[src/design/assert_macros.svh]
// ----------------------------------------------------------------------------
// assert_macros.svh
// Concurrent assertion helpers, sampled on clock; PBD_ASSERT holds off in reset.
// ----------------------------------------------------------------------------
`ifndef ASSERT_MACROS_SVH
`define ASSERT_MACROS_SVH

`ifndef SYNTH
// Checked on every rising edge outside reset.
`define PBD_ASSERT(lbl, prop) \
   lbl: assert property (@(posedge clock) disable iff (reset) prop) \
      else $error("assertion failed");
// Checked on every rising edge, reset included.
`define PBD_ASSERT_ALWAYS(lbl, prop) \
   lbl: assert property (@(posedge clock) prop) \
      else $error("assertion failed");
`else
`define PBD_ASSERT(lbl, prop)
`define PBD_ASSERT_ALWAYS(lbl, prop)
`endif

`endif

[src/design/pbd_pkg.sv]
// ----------------------------------------------------------------------------
// pbd_pkg
// Shared widths, register codes and control types of the burst detector.
// ----------------------------------------------------------------------------
`default_nettype none

package pbd_pkg;

   localparam int KEY_W          = 6;
   localparam int FRAME_IN_W     = 32;
   localparam int WINDOW_W       = 16;
   localparam int THRESH_W       = 4;
   localparam int COUNT_W        = 4;
   localparam int CSR_IDX_W      = 2;
   localparam int CSR_DATA_W     = 16;

   localparam int NUM_KEYS_DEF   = 64;
   localparam int FRAME_BITS_DEF = 32;

   localparam logic [WINDOW_W-1:0] WINDOW_RESET = WINDOW_W'(600);
   localparam logic [THRESH_W-1:0] THRESH_RESET = THRESH_W'(3);

   typedef enum logic [CSR_IDX_W-1:0] {
      CSR_WINDOW    = 2'd0,
      CSR_THRESHOLD = 2'd1
   } pbd_csr_index_type;

   // What the update stage does with one item.
   typedef struct packed {
      logic extend;     // event joins the open run
      logic count_up;   // run count increments
      logic report;     // count just reached the threshold
      logic start_run;  // fresh run of one
   } pbd_decision_type;

endpackage

`default_nettype wire

[src/design/pbd_intf.sv]
// ----------------------------------------------------------------------------
// pbd_intf
// Valid/ready channels of the burst detector: events, incidents, registers.
// ----------------------------------------------------------------------------
`default_nettype none

interface pbd_req_if import pbd_pkg::*; ();
   logic                  valid;
   logic                  ready;
   logic                  batch_start;
   logic [KEY_W-1:0]      key_index;
   logic [FRAME_IN_W-1:0] frame_number;

   modport source (output valid, batch_start, key_index, frame_number, input ready);
   modport sink   (input valid, batch_start, key_index, frame_number, output ready);
endinterface

interface pbd_rsp_if import pbd_pkg::*; ();
   logic                  valid;
   logic                  ready;
   logic [KEY_W-1:0]      incident_key;
   logic [FRAME_IN_W-1:0] incident_first_frame;

   modport source (output valid, incident_key, incident_first_frame, input ready);
   modport sink   (input valid, incident_key, incident_first_frame, output ready);
endinterface

interface pbd_csr_if import pbd_pkg::*; ();
   logic                  valid;
   logic                  ready;
   logic [CSR_IDX_W-1:0]  index;
   logic [CSR_DATA_W-1:0] data;

   modport source (output valid, index, data, input ready);
   modport sink   (input valid, index, data, output ready);
endinterface

`default_nettype wire

[src/design/pbd_run_table.sv]
// ----------------------------------------------------------------------------
// pbd_run_table
// Per-key run memory (first frame, last frame, count) with registered read
// and write-to-read forwarding for back-to-back items on one key.
// ----------------------------------------------------------------------------
`default_nettype none

module pbd_run_table
   import pbd_pkg::*;
#(
   parameter int NUM_KEYS   = NUM_KEYS_DEF,
   parameter int FRAME_BITS = FRAME_BITS_DEF,
   localparam int KEY_BITS  = (NUM_KEYS > 1) ? $clog2(NUM_KEYS) : 1
) (
   input  wire logic                  clock,
   input  wire logic                  rd_en,
   input  wire logic [KEY_BITS-1:0]   rd_key,
   input  wire logic                  wr_en,
   input  wire logic [KEY_BITS-1:0]   wr_key,
   input  wire logic [FRAME_BITS-1:0] wr_first,
   input  wire logic [FRAME_BITS-1:0] wr_last,
   input  wire logic [COUNT_W-1:0]    wr_count,
   output logic      [FRAME_BITS-1:0] rd_first,
   output logic      [FRAME_BITS-1:0] rd_last,
   output logic      [COUNT_W-1:0]    rd_count
);

   localparam int ENTRY_W = 2 * FRAME_BITS + COUNT_W;

   logic [ENTRY_W-1:0] mem [NUM_KEYS];
   logic [ENTRY_W-1:0] rd_data_ff;
   logic [ENTRY_W-1:0] fwd_data_ff;
   logic               fwd_ff;
   logic [ENTRY_W-1:0] wr_data;
   logic [ENTRY_W-1:0] entry;
   logic               fwd_in;

   assign wr_data = {wr_first, wr_last, wr_count};
   // a write on the same edge as the read would be missed by the array read
   assign fwd_in  = wr_en && (wr_key == rd_key);

   always_ff @(posedge clock) begin
      if (wr_en) begin
         mem[wr_key] <= wr_data;
      end
   end

   always_ff @(posedge clock) begin
      if (rd_en) begin
         rd_data_ff  <= mem[rd_key];
         fwd_ff      <= fwd_in;
         fwd_data_ff <= wr_data;
      end
   end

   assign entry    = fwd_ff ? fwd_data_ff : rd_data_ff;
   assign rd_first = entry[ENTRY_W-1 -: FRAME_BITS];
   assign rd_last  = entry[COUNT_W +: FRAME_BITS];
   assign rd_count = entry[COUNT_W-1:0];

endmodule

`default_nettype wire

[src/design/pbd_run_eval.sv]
// ----------------------------------------------------------------------------
// pbd_run_eval
// Decides per event whether it extends the key's run, counts up, reports,
// or starts a new run.
// ----------------------------------------------------------------------------
`default_nettype none

module pbd_run_eval
   import pbd_pkg::*;
#(
   parameter int FRAME_BITS = FRAME_BITS_DEF
) (
   input  wire logic                  in_range,
   input  wire logic                  run_valid,
   input  wire logic [FRAME_BITS-1:0] frame,
   input  wire logic [FRAME_BITS-1:0] last_frame,
   input  wire logic [COUNT_W-1:0]    count,
   input  wire logic [WINDOW_W-1:0]   window,
   input  wire logic [THRESH_W-1:0]   threshold,
   output pbd_decision_type           decision,
   output logic      [COUNT_W-1:0]    count_next
);

   logic [FRAME_BITS-1:0] gap;
   logic                  close;
   logic [COUNT_W-1:0]    count_inc;

   // wrapped gap read as two's complement; negative always counts as close
   assign gap   = frame - last_frame;
   assign close = gap[FRAME_BITS-1] || (gap < FRAME_BITS'(window));

   assign count_inc = count + COUNT_W'(1);

   always_comb begin
      decision.extend    = in_range && run_valid && close;
      decision.start_run = in_range && !decision.extend;
      decision.count_up  = decision.extend && (COUNT_W'(count) < COUNT_W'(threshold));
      decision.report    = decision.count_up && (count_inc == COUNT_W'(threshold));
      if (decision.start_run) begin
         count_next = COUNT_W'(1);
      end else if (decision.count_up) begin
         count_next = count_inc;
      end else begin
         count_next = count;
      end
   end

endmodule

`default_nettype wire

[src/design/per_key_event_burst_detector.sv]
// ----------------------------------------------------------------------------
// per_key_event_burst_detector
// Tracks a run of close events per key and reports key and first frame once
// when a run's count reaches the threshold.
// ----------------------------------------------------------------------------
//  channel  | dir | payload                                   | handshake
//  req_bus  | in  | batch_start, key_index, frame_number      | valid/ready
//  rsp_bus  | out | incident_key, incident_first_frame        | valid/ready
//  csr_bus  | in  | index (0 window, 1 threshold), data       | valid/ready
//
//  One item per cycle unless a held incident stalls; an incident passes the
//  update stage, then the result register. The run table is read at accept
//  and written at commit; a forward path covers back-to-back items on one key.
//  Reset clears all valid marks at once; no clearing pass. csr is always ready.
//  A held incident stalls the update stage only while it is not taken.
// ----------------------------------------------------------------------------
`default_nettype none

module per_key_event_burst_detector
   import pbd_pkg::*;
#(
   parameter int NUM_KEYS   = NUM_KEYS_DEF,
   parameter int FRAME_BITS = FRAME_BITS_DEF
) (
   input  wire logic clock,
   input  wire logic reset,
   pbd_req_if.sink   req_bus,
   pbd_rsp_if.source rsp_bus,
   pbd_csr_if.sink   csr_bus
);

`include "assert_macros.svh"

   localparam int KEY_BITS = (NUM_KEYS > 1) ? $clog2(NUM_KEYS) : 1;
   localparam int CMP_W    = KEY_W + 9;

   // configuration
   logic [WINDOW_W-1:0] window_ff;
   logic [THRESH_W-1:0] thresh_ff;

   // update stage
   logic                  s1_valid_ff;
   logic                  s1_batch_ff;
   logic                  s1_in_range_ff;
   logic [KEY_BITS-1:0]   s1_key_ff;
   logic [FRAME_BITS-1:0] s1_frame_ff;

   logic [NUM_KEYS-1:0]   valid_ff;
   logic [NUM_KEYS-1:0]   valid_in;

   // result register
   logic                  rsp_valid_ff;
   logic [KEY_W-1:0]      rsp_key_ff;
   logic [FRAME_IN_W-1:0] rsp_first_ff;

   logic                  advance;
   logic                  commit;
   logic                  req_accept;
   logic                  req_in_range;
   logic [KEY_BITS-1:0]   req_key;
   logic                  run_valid;

   logic [FRAME_BITS-1:0] rd_first;
   logic [FRAME_BITS-1:0] rd_last;
   logic [COUNT_W-1:0]    rd_count;
   logic [COUNT_W-1:0]    count_next;
   pbd_decision_type      decision;
   logic                  tbl_wr_en;
   logic [FRAME_BITS-1:0] wr_first;

   assign csr_bus.ready = 1'b1;

   always_ff @(posedge clock) begin
      if (reset) begin
         window_ff <= WINDOW_RESET;
         thresh_ff <= THRESH_RESET;
      end else if (csr_bus.valid) begin
         case (csr_bus.index)
            CSR_WINDOW:    window_ff <= WINDOW_W'(csr_bus.data);
            CSR_THRESHOLD: thresh_ff <= THRESH_W'(csr_bus.data);
            default: ;
         endcase
      end
   end

   // handshake: update stage moves whenever the result register can take
   assign advance       = !rsp_valid_ff || rsp_bus.ready;
   assign commit        = s1_valid_ff && advance;
   assign req_bus.ready = !s1_valid_ff || advance;
   assign req_accept    = req_bus.valid && req_bus.ready;

   assign req_in_range = CMP_W'(req_bus.key_index) < CMP_W'(NUM_KEYS);
   assign req_key      = KEY_BITS'(req_bus.key_index);

   always_ff @(posedge clock) begin
      if (reset) begin
         s1_valid_ff <= 1'b0;
      end else if (req_accept) begin
         s1_valid_ff <= 1'b1;
      end else if (advance) begin
         s1_valid_ff <= 1'b0;
      end
   end

   always_ff @(posedge clock) begin
      if (req_accept) begin
         s1_batch_ff    <= req_bus.batch_start;
         s1_in_range_ff <= req_in_range;
         s1_key_ff      <= req_key;
         s1_frame_ff    <= FRAME_BITS'(req_bus.frame_number);
      end
   end

   assign tbl_wr_en = commit && s1_in_range_ff;
   assign wr_first  = decision.start_run ? s1_frame_ff : rd_first;

   pbd_run_table #(
      .NUM_KEYS   (NUM_KEYS),
      .FRAME_BITS (FRAME_BITS)
   ) u_table (
      .clock    (clock),
      .rd_en    (req_accept && req_in_range),
      .rd_key   (req_key),
      .wr_en    (tbl_wr_en),
      .wr_key   (s1_key_ff),
      .wr_first (wr_first),
      .wr_last  (s1_frame_ff),
      .wr_count (count_next),
      .rd_first (rd_first),
      .rd_last  (rd_last),
      .rd_count (rd_count)
   );

   // batch start drops every run before this event is looked at
   assign run_valid = s1_in_range_ff && !s1_batch_ff && valid_ff[s1_key_ff];

   pbd_run_eval #(
      .FRAME_BITS (FRAME_BITS)
   ) u_eval (
      .in_range   (s1_in_range_ff),
      .run_valid  (run_valid),
      .frame      (s1_frame_ff),
      .last_frame (rd_last),
      .count      (rd_count),
      .window     (window_ff),
      .threshold  (thresh_ff),
      .decision   (decision),
      .count_next (count_next)
   );

   always_comb begin
      valid_in = s1_batch_ff ? '0 : valid_ff;
      if (decision.start_run) begin
         valid_in[s1_key_ff] = 1'b1;
      end
   end

   always_ff @(posedge clock) begin
      if (reset) begin
         valid_ff <= '0;
      end else if (commit) begin
         valid_ff <= valid_in;
      end
   end

   always_ff @(posedge clock) begin
      if (reset) begin
         rsp_valid_ff <= 1'b0;
      end else if (commit && decision.report) begin
         rsp_valid_ff <= 1'b1;
      end else if (rsp_bus.ready) begin
         rsp_valid_ff <= 1'b0;
      end
   end

   always_ff @(posedge clock) begin
      if (commit && decision.report) begin
         rsp_key_ff   <= KEY_W'(s1_key_ff);
         rsp_first_ff <= FRAME_IN_W'(rd_first);
      end
   end

   assign rsp_bus.valid                = rsp_valid_ff;
   assign rsp_bus.incident_key         = rsp_key_ff;
   assign rsp_bus.incident_first_frame = rsp_first_ff;

   // a stalled update stage must not be overwritten by a new item
   `PBD_ASSERT(a_no_overrun, (s1_valid_ff && !advance) |-> !req_accept)
   // an incident only appears after a committed report
   `PBD_ASSERT(a_rsp_source, $rose(rsp_valid_ff) |-> $past(commit && decision.report))
   // a report only comes out of a valid run extended up to the threshold
   `PBD_ASSERT(a_report_count,
      (commit && decision.report) |-> (decision.extend && count_next == COUNT_W'(thresh_ff)))
   // a new run and an extension never happen together
   `PBD_ASSERT(a_decision_excl, s1_valid_ff |-> !(decision.extend && decision.start_run))

endmodule

`default_nettype wire
[src/flat_wrapper.sv]
// flat-port wrapper written by rule: the top's interface ports become plain ports
module per_key_event_burst_detector_flat import pbd_pkg::*;
#(
   parameter int NUM_KEYS   = NUM_KEYS_DEF,
   parameter int FRAME_BITS = FRAME_BITS_DEF
)
  (clock, reset, req_bus_valid, req_bus_batch_start, req_bus_key_index, req_bus_frame_number, req_bus_ready, rsp_bus_valid, rsp_bus_incident_key, rsp_bus_incident_first_frame, rsp_bus_ready, csr_bus_valid, csr_bus_index, csr_bus_data, csr_bus_ready);
  pbd_req_if req_bus_i ();
  pbd_rsp_if rsp_bus_i ();
  pbd_csr_if csr_bus_i ();
  input  wire logic clock;
  input  wire logic reset;
  input wire logic [$bits(req_bus_i.valid)-1:0] req_bus_valid;
  input wire logic [$bits(req_bus_i.batch_start)-1:0] req_bus_batch_start;
  input wire logic [$bits(req_bus_i.key_index)-1:0] req_bus_key_index;
  input wire logic [$bits(req_bus_i.frame_number)-1:0] req_bus_frame_number;
  output wire logic [$bits(req_bus_i.ready)-1:0] req_bus_ready;
  output wire logic [$bits(rsp_bus_i.valid)-1:0] rsp_bus_valid;
  output wire logic [$bits(rsp_bus_i.incident_key)-1:0] rsp_bus_incident_key;
  output wire logic [$bits(rsp_bus_i.incident_first_frame)-1:0] rsp_bus_incident_first_frame;
  input wire logic [$bits(rsp_bus_i.ready)-1:0] rsp_bus_ready;
  input wire logic [$bits(csr_bus_i.valid)-1:0] csr_bus_valid;
  input wire logic [$bits(csr_bus_i.index)-1:0] csr_bus_index;
  input wire logic [$bits(csr_bus_i.data)-1:0] csr_bus_data;
  output wire logic [$bits(csr_bus_i.ready)-1:0] csr_bus_ready;
  assign req_bus_i.valid = req_bus_valid;
  assign req_bus_i.batch_start = req_bus_batch_start;
  assign req_bus_i.key_index = req_bus_key_index;
  assign req_bus_i.frame_number = req_bus_frame_number;
  assign req_bus_ready = req_bus_i.ready;
  assign rsp_bus_valid = rsp_bus_i.valid;
  assign rsp_bus_incident_key = rsp_bus_i.incident_key;
  assign rsp_bus_incident_first_frame = rsp_bus_i.incident_first_frame;
  assign rsp_bus_i.ready = rsp_bus_ready;
  assign csr_bus_i.valid = csr_bus_valid;
  assign csr_bus_i.index = csr_bus_index;
  assign csr_bus_i.data = csr_bus_data;
  assign csr_bus_ready = csr_bus_i.ready;
  per_key_event_burst_detector #(.NUM_KEYS(NUM_KEYS), .FRAME_BITS(FRAME_BITS)) u_core (.clock(clock), .reset(reset), .req_bus(req_bus_i), .rsp_bus(rsp_bus_i), .csr_bus(csr_bus_i));
endmodule
[config.mk]
export PLATFORM = sky130hd
export DESIGN_NAME = per_key_event_burst_detector_flat
export DESIGN_NICKNAME = d
export VERILOG_FILES = /design/src/design/pbd_pkg.sv /design/src/design/pbd_intf.sv /design/src/design/pbd_run_table.sv /design/src/design/pbd_run_eval.sv /design/src/design/per_key_event_burst_detector.sv /design/src/flat_wrapper.sv
export VERILOG_INCLUDE_DIRS = /design/src /design/src/design
export SDC_FILE = /design/constraint.sdc
export NUM_CORES = 2
export LEC_CHECK = 0
export BUFFER_PORTS_ARGS = -buffer_cell sky130_fd_sc_hd__buf_2
export CAP_MARGIN = 25
export CORE_AREA = 2 2 717 719
export CTS_CLUSTER_DIAMETER = 50
export DETAILED_ROUTE_END_ITERATION = 8
export DIE_AREA = 0 0 719 721
export HOLD_SLACK_MARGIN = 0.02
export SLEW_MARGIN = 20
export SYNTH_ARGS = -nofsm -noshare
export SYNTH_HDL_FRONTEND = slang
export SYNTH_MEMORY_MAX_BITS = 65536
export SYNTH_SLANG_ARGS = --single-unit
[constraint.sdc]
create_clock -name clock -period 22.5 [get_ports clock]
set_input_delay 1.125 -clock clock [delete_from_list [all_inputs] [get_ports clock]]
set_output_delay 1.125 -clock clock [all_outputs]
set_load 0.005 [all_outputs]
==> flow_metrics.py, run 1 <==
metrics = {
    "logic_synthesis": {
        "synth_edf_count": 4566,
        "syn-num-nets": 7357,
        "synth-xor-area-share_pct": 0.162,
        "ys.flop_type": "edfxtp_1",
        "synth_fa_ha_area_share_pct": 0.383,
        "synth_top_cell_by_area": "edfxtp_1",
        "synth_cell_types": 74,
        "syn_area_sq_um": 178000,
        "yosysWarnings": 0,
        "synth.area.mux_share_pct": 18.8,
        "avgSynthCellArea_sq_um": 24.6,
        "seq_area_frac_synth_pct": 77.9,
        "synthArstFlopShare_pct": 0,
        "synth-seq-cells": 4652,
        "synth_top_area_share_pct": 76.9,
        "synth_compound_area_share_pct": 1.03,
        "synth_area_leaders": "edfxtp_1 77%, mux4_2 18%, dfxtp_1 0.97%",
        "synth_top_family_by_area": "multiplexers",
        "synth-simple-area-share_pct": 0.790,
        "syn_inst": 7241,
    },
    "floorplan": {
        "start_util_pct": 34.9,
        "row_count": 263,
        "die_height_um": 721,
        "die_w_um": 719,
        "ios": 103,
    },
    "placement": {
        "port_buffers": 101,
        "dp_hpwl_um": 272000,
        "place.gp.congestion": 0.835,
    },
    "global_routing": {
        "grt.total_usage_pct": 20.1,
        "grt_pass1_wl_um": 721000,
        "antenna_found_initial": 40,
        "overflow": 0,
        "grt_pass1_vias": 84700,
        "grt_max_degree": 161,
    },
    "clocking": {
        "post_cts_buffers": 0,
        "cts_buffers": 450,
        "hold_buffers": 0,
        "cts-root-buf": "clkbuf_16",
        "h-tree-depth": 5,
        "clk_path_buf_depth": 4,
        "cts-resized-gates": 0,
        "cts_sinks": 4652,
    },
    "status": {
        "error": "Error: net967 56 pin not visited #guides = 350",
        "lastStage": "detailed routing",
        "status": "did not finish",
    },
}
-- layer usage --
metal	global-route usage [%]
met5	0
met4	6.32
met2	33.1
met3	3.48
met1	27.2
-- metrics by stage --
step | hold slack (ns) | cell area, sq um | utilization [%] | std cells | setup slack [ns]
after floorplan | 0.421 | 178000 | - | 7241 | 14.53
after global placement | 0.439 | 188000 | 36.9 | 14000 | 14.39
after detailed placement | 0.446 | 189000 | 36.9 | 14000 | 14.24
after CTS | 0.209 | 203000 | 39.7 | 14800 | 14.22
after global routing | 0.240 | 204000 | 39.9 | 14800 | 13.89
-- kinds of logic after synthesis --
logic type | count (synthesis)
adders and majority gates | 54
other | 1
muxes | 1552
and+or+nand+nor | 285
xor gates and xnor gates | 33
AOI/OAI and AO/OA | 242
buffers and inverters | 422
DFF | 4652
-- Yosys cell counts (49+ instances only) --
cell and instances:
nand2_1 59, mux2i_1 49, a32o_1 65, buf_1 87
a21oi_1 50, mux4_2 1436, edfxtp_1 4566, nor2_1 107
mux2_2 63, ha_1 53, dfxtp_1 86, clkbuf_1 278
==> run 2, diff against run 1 <==
- CORE_AREA: 2 2 717 719 -> 2 2 948 950
- CTS_CLUSTER_DIAMETER: 50 -> unset
- DIE_AREA: 0 0 719 721 -> 0 0 950 952
- HOLD_SLACK_MARGIN: 0.02 -> unset
- PLACE_DENSITY_LB_ADDON: unset -> 0.15
==> run 2 against run 1 <==
  * Synthesized cell count unchanged
  * Area after synthesis is the same
  * The run now ends clean
  * Global-route usage decreased by 5.5 points
==> flow_metrics.py, run 2 <==
metrics = {
    "final_layout": {
        "area_growth_pct": 19.6,
        "largest_register_ffs": 4352,
        "layout-drive-gt1-share_pct": 33.6,
        "final_cell_mix": "4566 x edfxtp_1, 1436 x mux4_2, 550 x clkbuf_16, 309 x buf_4, 118 x clkbuf_1",
        "top_regs": "u_core.u_table.mem (4352), u_core.u_table.fwd_data_ff (68), u_core.u_table.rd_data_ff (68)",
        "fin_util_pct": 23.8,
        "nNetsFinal": 7966,
        "final_common_cell": "edfxtp_1",
        "largest-register": "u_core.u_table.mem",
    },
    "detailed_routing": {
        "wire_per_inst_um": 33.5,
        "ant_nets": 0,
        "viasPerCell": 4.25,
        "wirelength_um": 677000,
        "vias": 85800,
        "dr.pass1.iters": 5,
        "remaining_drc_errors": 0,
        "drt_iter0_drc": 9826,
    },
    "sta": {
        "rsz0062_at_grt": "no",
        "period_share_pct": 36.3,
        "slew_headroom_pct": 16.9,
        "worstMarginPinSlew_ns": 1.25,
        "slew_viol_final": 0,
        "finalCriticalPeriod_ns": 8.16,
        "skew_ns": 0.0682,
        "fmax_mhz": 123,
        "fin_tns_setup_ns": 0,
        "hold_viol": 0,
        "setup_violations": 0,
        "post-route-worst-setup-slack_ns": 14.34,
        "timing.hold.ws_ns": 0.206,
    },
    "logic_synthesis": {
        "synth_top_family_by_area": "multiplexers",
        "ys_top_cells_by_count": "4566 x edfxtp_1, 1436 x mux4_2, 278 x clkbuf_1",
        "synth_edf_count": 4566,
        "synth-xor-area-share_pct": 0.162,
        "synth-simple-area-share_pct": 0.790,
        "seq_area_frac_synth_pct": 77.9,
        "synth_compound_area_share_pct": 1.03,
        "synth-seq-cells": 4652,
        "synth_top_cell_by_area": "edfxtp_1",
        "syn_inst": 7241,
        "ys.flop_type": "edfxtp_1",
        "syn_area_sq_um": 178000,
        "yosysMostFrequentCell": "edfxtp_1",
        "synth_area_leaders": "edfxtp_1 77%, mux4_2 18%, dfxtp_1 0.97%",
        "avgSynthCellArea_sq_um": 24.6,
        "synth_top_area_share_pct": 76.9,
        "synth_cell_types": 74,
        "synth_fa_ha_area_share_pct": 0.383,
        "syn-num-nets": 7357,
        "synthArstFlopShare_pct": 0,
        "yosysWarnings": 0,
        "synth.area.mux_share_pct": 18.8,
    },
    "setup_path": {
        "regToRegSetupSlack_ns": 14.34,
        "worstPathMaxFanout": 99,
        "cp-start-kind": "register",
        "r2r_cells": 23,
        "reg2reg_to": "u_core.u_table.mem[46][49]$_DFFE_PP_",
        "critPathCaptureType": "register",
        "required_ns": 23.22,
        "critical_path_arrival_ns": 8.88,
        "timing.rr.start": "u_core.u_table.fwd_ff$_DFFE_PP_",
        "path_class": "register to register",
    },
    "floorplan": {
        "die-area_sq_um": 904000,
        "die_w_um": 950,
        "start_util_pct": 19.9,
        "row_count": 348,
        "die_height_um": 952,
        "core_region_area_sq_um": 895000,
        "ios": 103,
    },
    "global_routing": {
        "grt_use_met3_pct": 1.61,
        "grt_max_degree": 100,
        "grt_pass1_wl_um": 886000,
        "grt.met1_usage_pct": 19.6,
        "met2_usage_pct": 25.5,
        "grt.total_usage_pct": 14.5,
        "busiest_layer": "met2",
        "overflow": 0,
        "grt_pass1_vias": 88700,
        "antenna_found_initial": 49,
    },
    "clocking": {
        "cts_sinks": 4652,
        "cts_tree": "done",
        "clock_latency_ns": 1.10,
        "path_clk_slew_ns": 0.06,
        "cts-root-buf": "clkbuf_16",
        "clk_path_buf_depth": 4,
        "cts-resized-gates": 0,
        "cts_buffers": 537,
        "hold_buffers": 0,
        "post_cts_buffers": 0,
        "h-tree-depth": 6,
    },
    "hold_path": {
        "min_path_cells": 1,
        "hp-start": "req_bus_frame_number[2]",
        "min_to": "u_core.s1_frame_ff[2]$_DFFE_PP_",
        "hp-class": "primary input to register",
    },
    "status": {
        "status": "complete, no violations",
    },
    "placement": {
        "place.gp.congestion": 0.764,
        "place_ws_ns": 14.27,
        "port_buffers": 101,
        "dp_hpwl_um": 361000,
    },
    "power_and_ir_drop": {
        "p_per_area_nw_per_um2": 91.1,
        "leakagePower_nw": 64.1,
        "power.total_mw": 19.4,
        "ir_drop_mv": 0.0514,
    },
    "job": {
        "drv_cap": 0,
    },
}
run 2: worst max path at each step:
stage,startpoint,to,slack (ns)
6_report,u_core.u_table.fwd_ff$_DFFE_PP_,u_core.u_table.mem[46][49]$_DFFE_PP_,14.34
5_1_grt,u_core.u_table.fwd_ff$_DFFE_PP_,u_core.u_table.mem[46][49]$_DFFE_PP_,14.05
4_1_cts,u_core.u_table.fwd_ff$_DFFE_PP_,u_core.u_table.mem[26][39]$_DFFE_PP_,14.22
3_5_place_dp,u_core.u_table.fwd_ff$_DFFE_PP_,u_core.u_table.mem[50][39]$_DFFE_PP_,14.27
3_3_place_gp,u_core.u_table.fwd_ff$_DFFE_PP_,u_core.u_table.mem[17][39]$_DFFE_PP_,14.17
2_1_floorplan,u_core.u_table.fwd_ff$_DFFE_PP_,u_core.u_table.fwd_data_ff[0]$_DFFE_PP_,14.53
run 2: worst max-delay path, stage by stage (launching register included):
cell	delay [ns]
edfxtp_1	0.36
buf_4	0.49
buf_4	0.64
mux2i_1	0.34
inv_1	0.10
fa_1	0.41
nand2b_1	0.19
a21o_1	0.23
a2111oi_0	0.66
nor3_1	0.15
xnor2_1	0.17
ha_1	0.22
a211o_1	0.25
o211ai_1	0.12
o2111a_1	0.24
o2111ai_1	0.09
and4b_1	0.26
o2111ai_1	0.12
a2111o_1	0.39
nor3_2	0.68
nor2_4	0.05
buf_12	0.29
mux2_1	0.58
buf_4	0.29
run 2: metrics by stage:
step	instances	cell area, sq um
floorplan	7241	178000
global placement	19200	196000
detailed placement	19200	196000
CTS	20200	213000
global route	20200	213000
finish	20200	213000
run 2: logic make-up (layout without fill, tap and decap cells):
family,after synthesis,count (layout)
adders and majority gates,54,54
AOI/OAI and AO/OA,242,242
muxes,1552,1552
buffers and inverters,422,1457
DFF,4652,4652
other,1,14
xor gates and xnor gates,33,33
and+or+nand+nor,285,285
run 2: report_power, final:
| group | internal, mW | switching (mW) |
|---|---|---|
| Sequential | 9.69 | 0.0259 |
| Combinational | 0.395 | 0.720 |
| Clock | 4.94 | 3.67 |
run 2: layout make-up:
class / count / area, sq um
flip-flops and latches: 4652 / 139000
multi-input cells: 2167 / 38400
clock buffers: 676 / 14300
diodes: 13 / 32.5
well taps: 11900 / 14900
fillers: 90500 / 681000
repair buffers: 456 / 3900
inverters: 36 / 138
clock inverters: 289 / 2740
run 2: layer usage:
layer  vias to the layer above  share of wire (%)
met5                         -             0.0099
met4                        10                1.8
met3                       711                4.1
met2                      2496                 50
met1                     49700                 44
li1                      32900                  -
(Power assumes the default switching activity.)
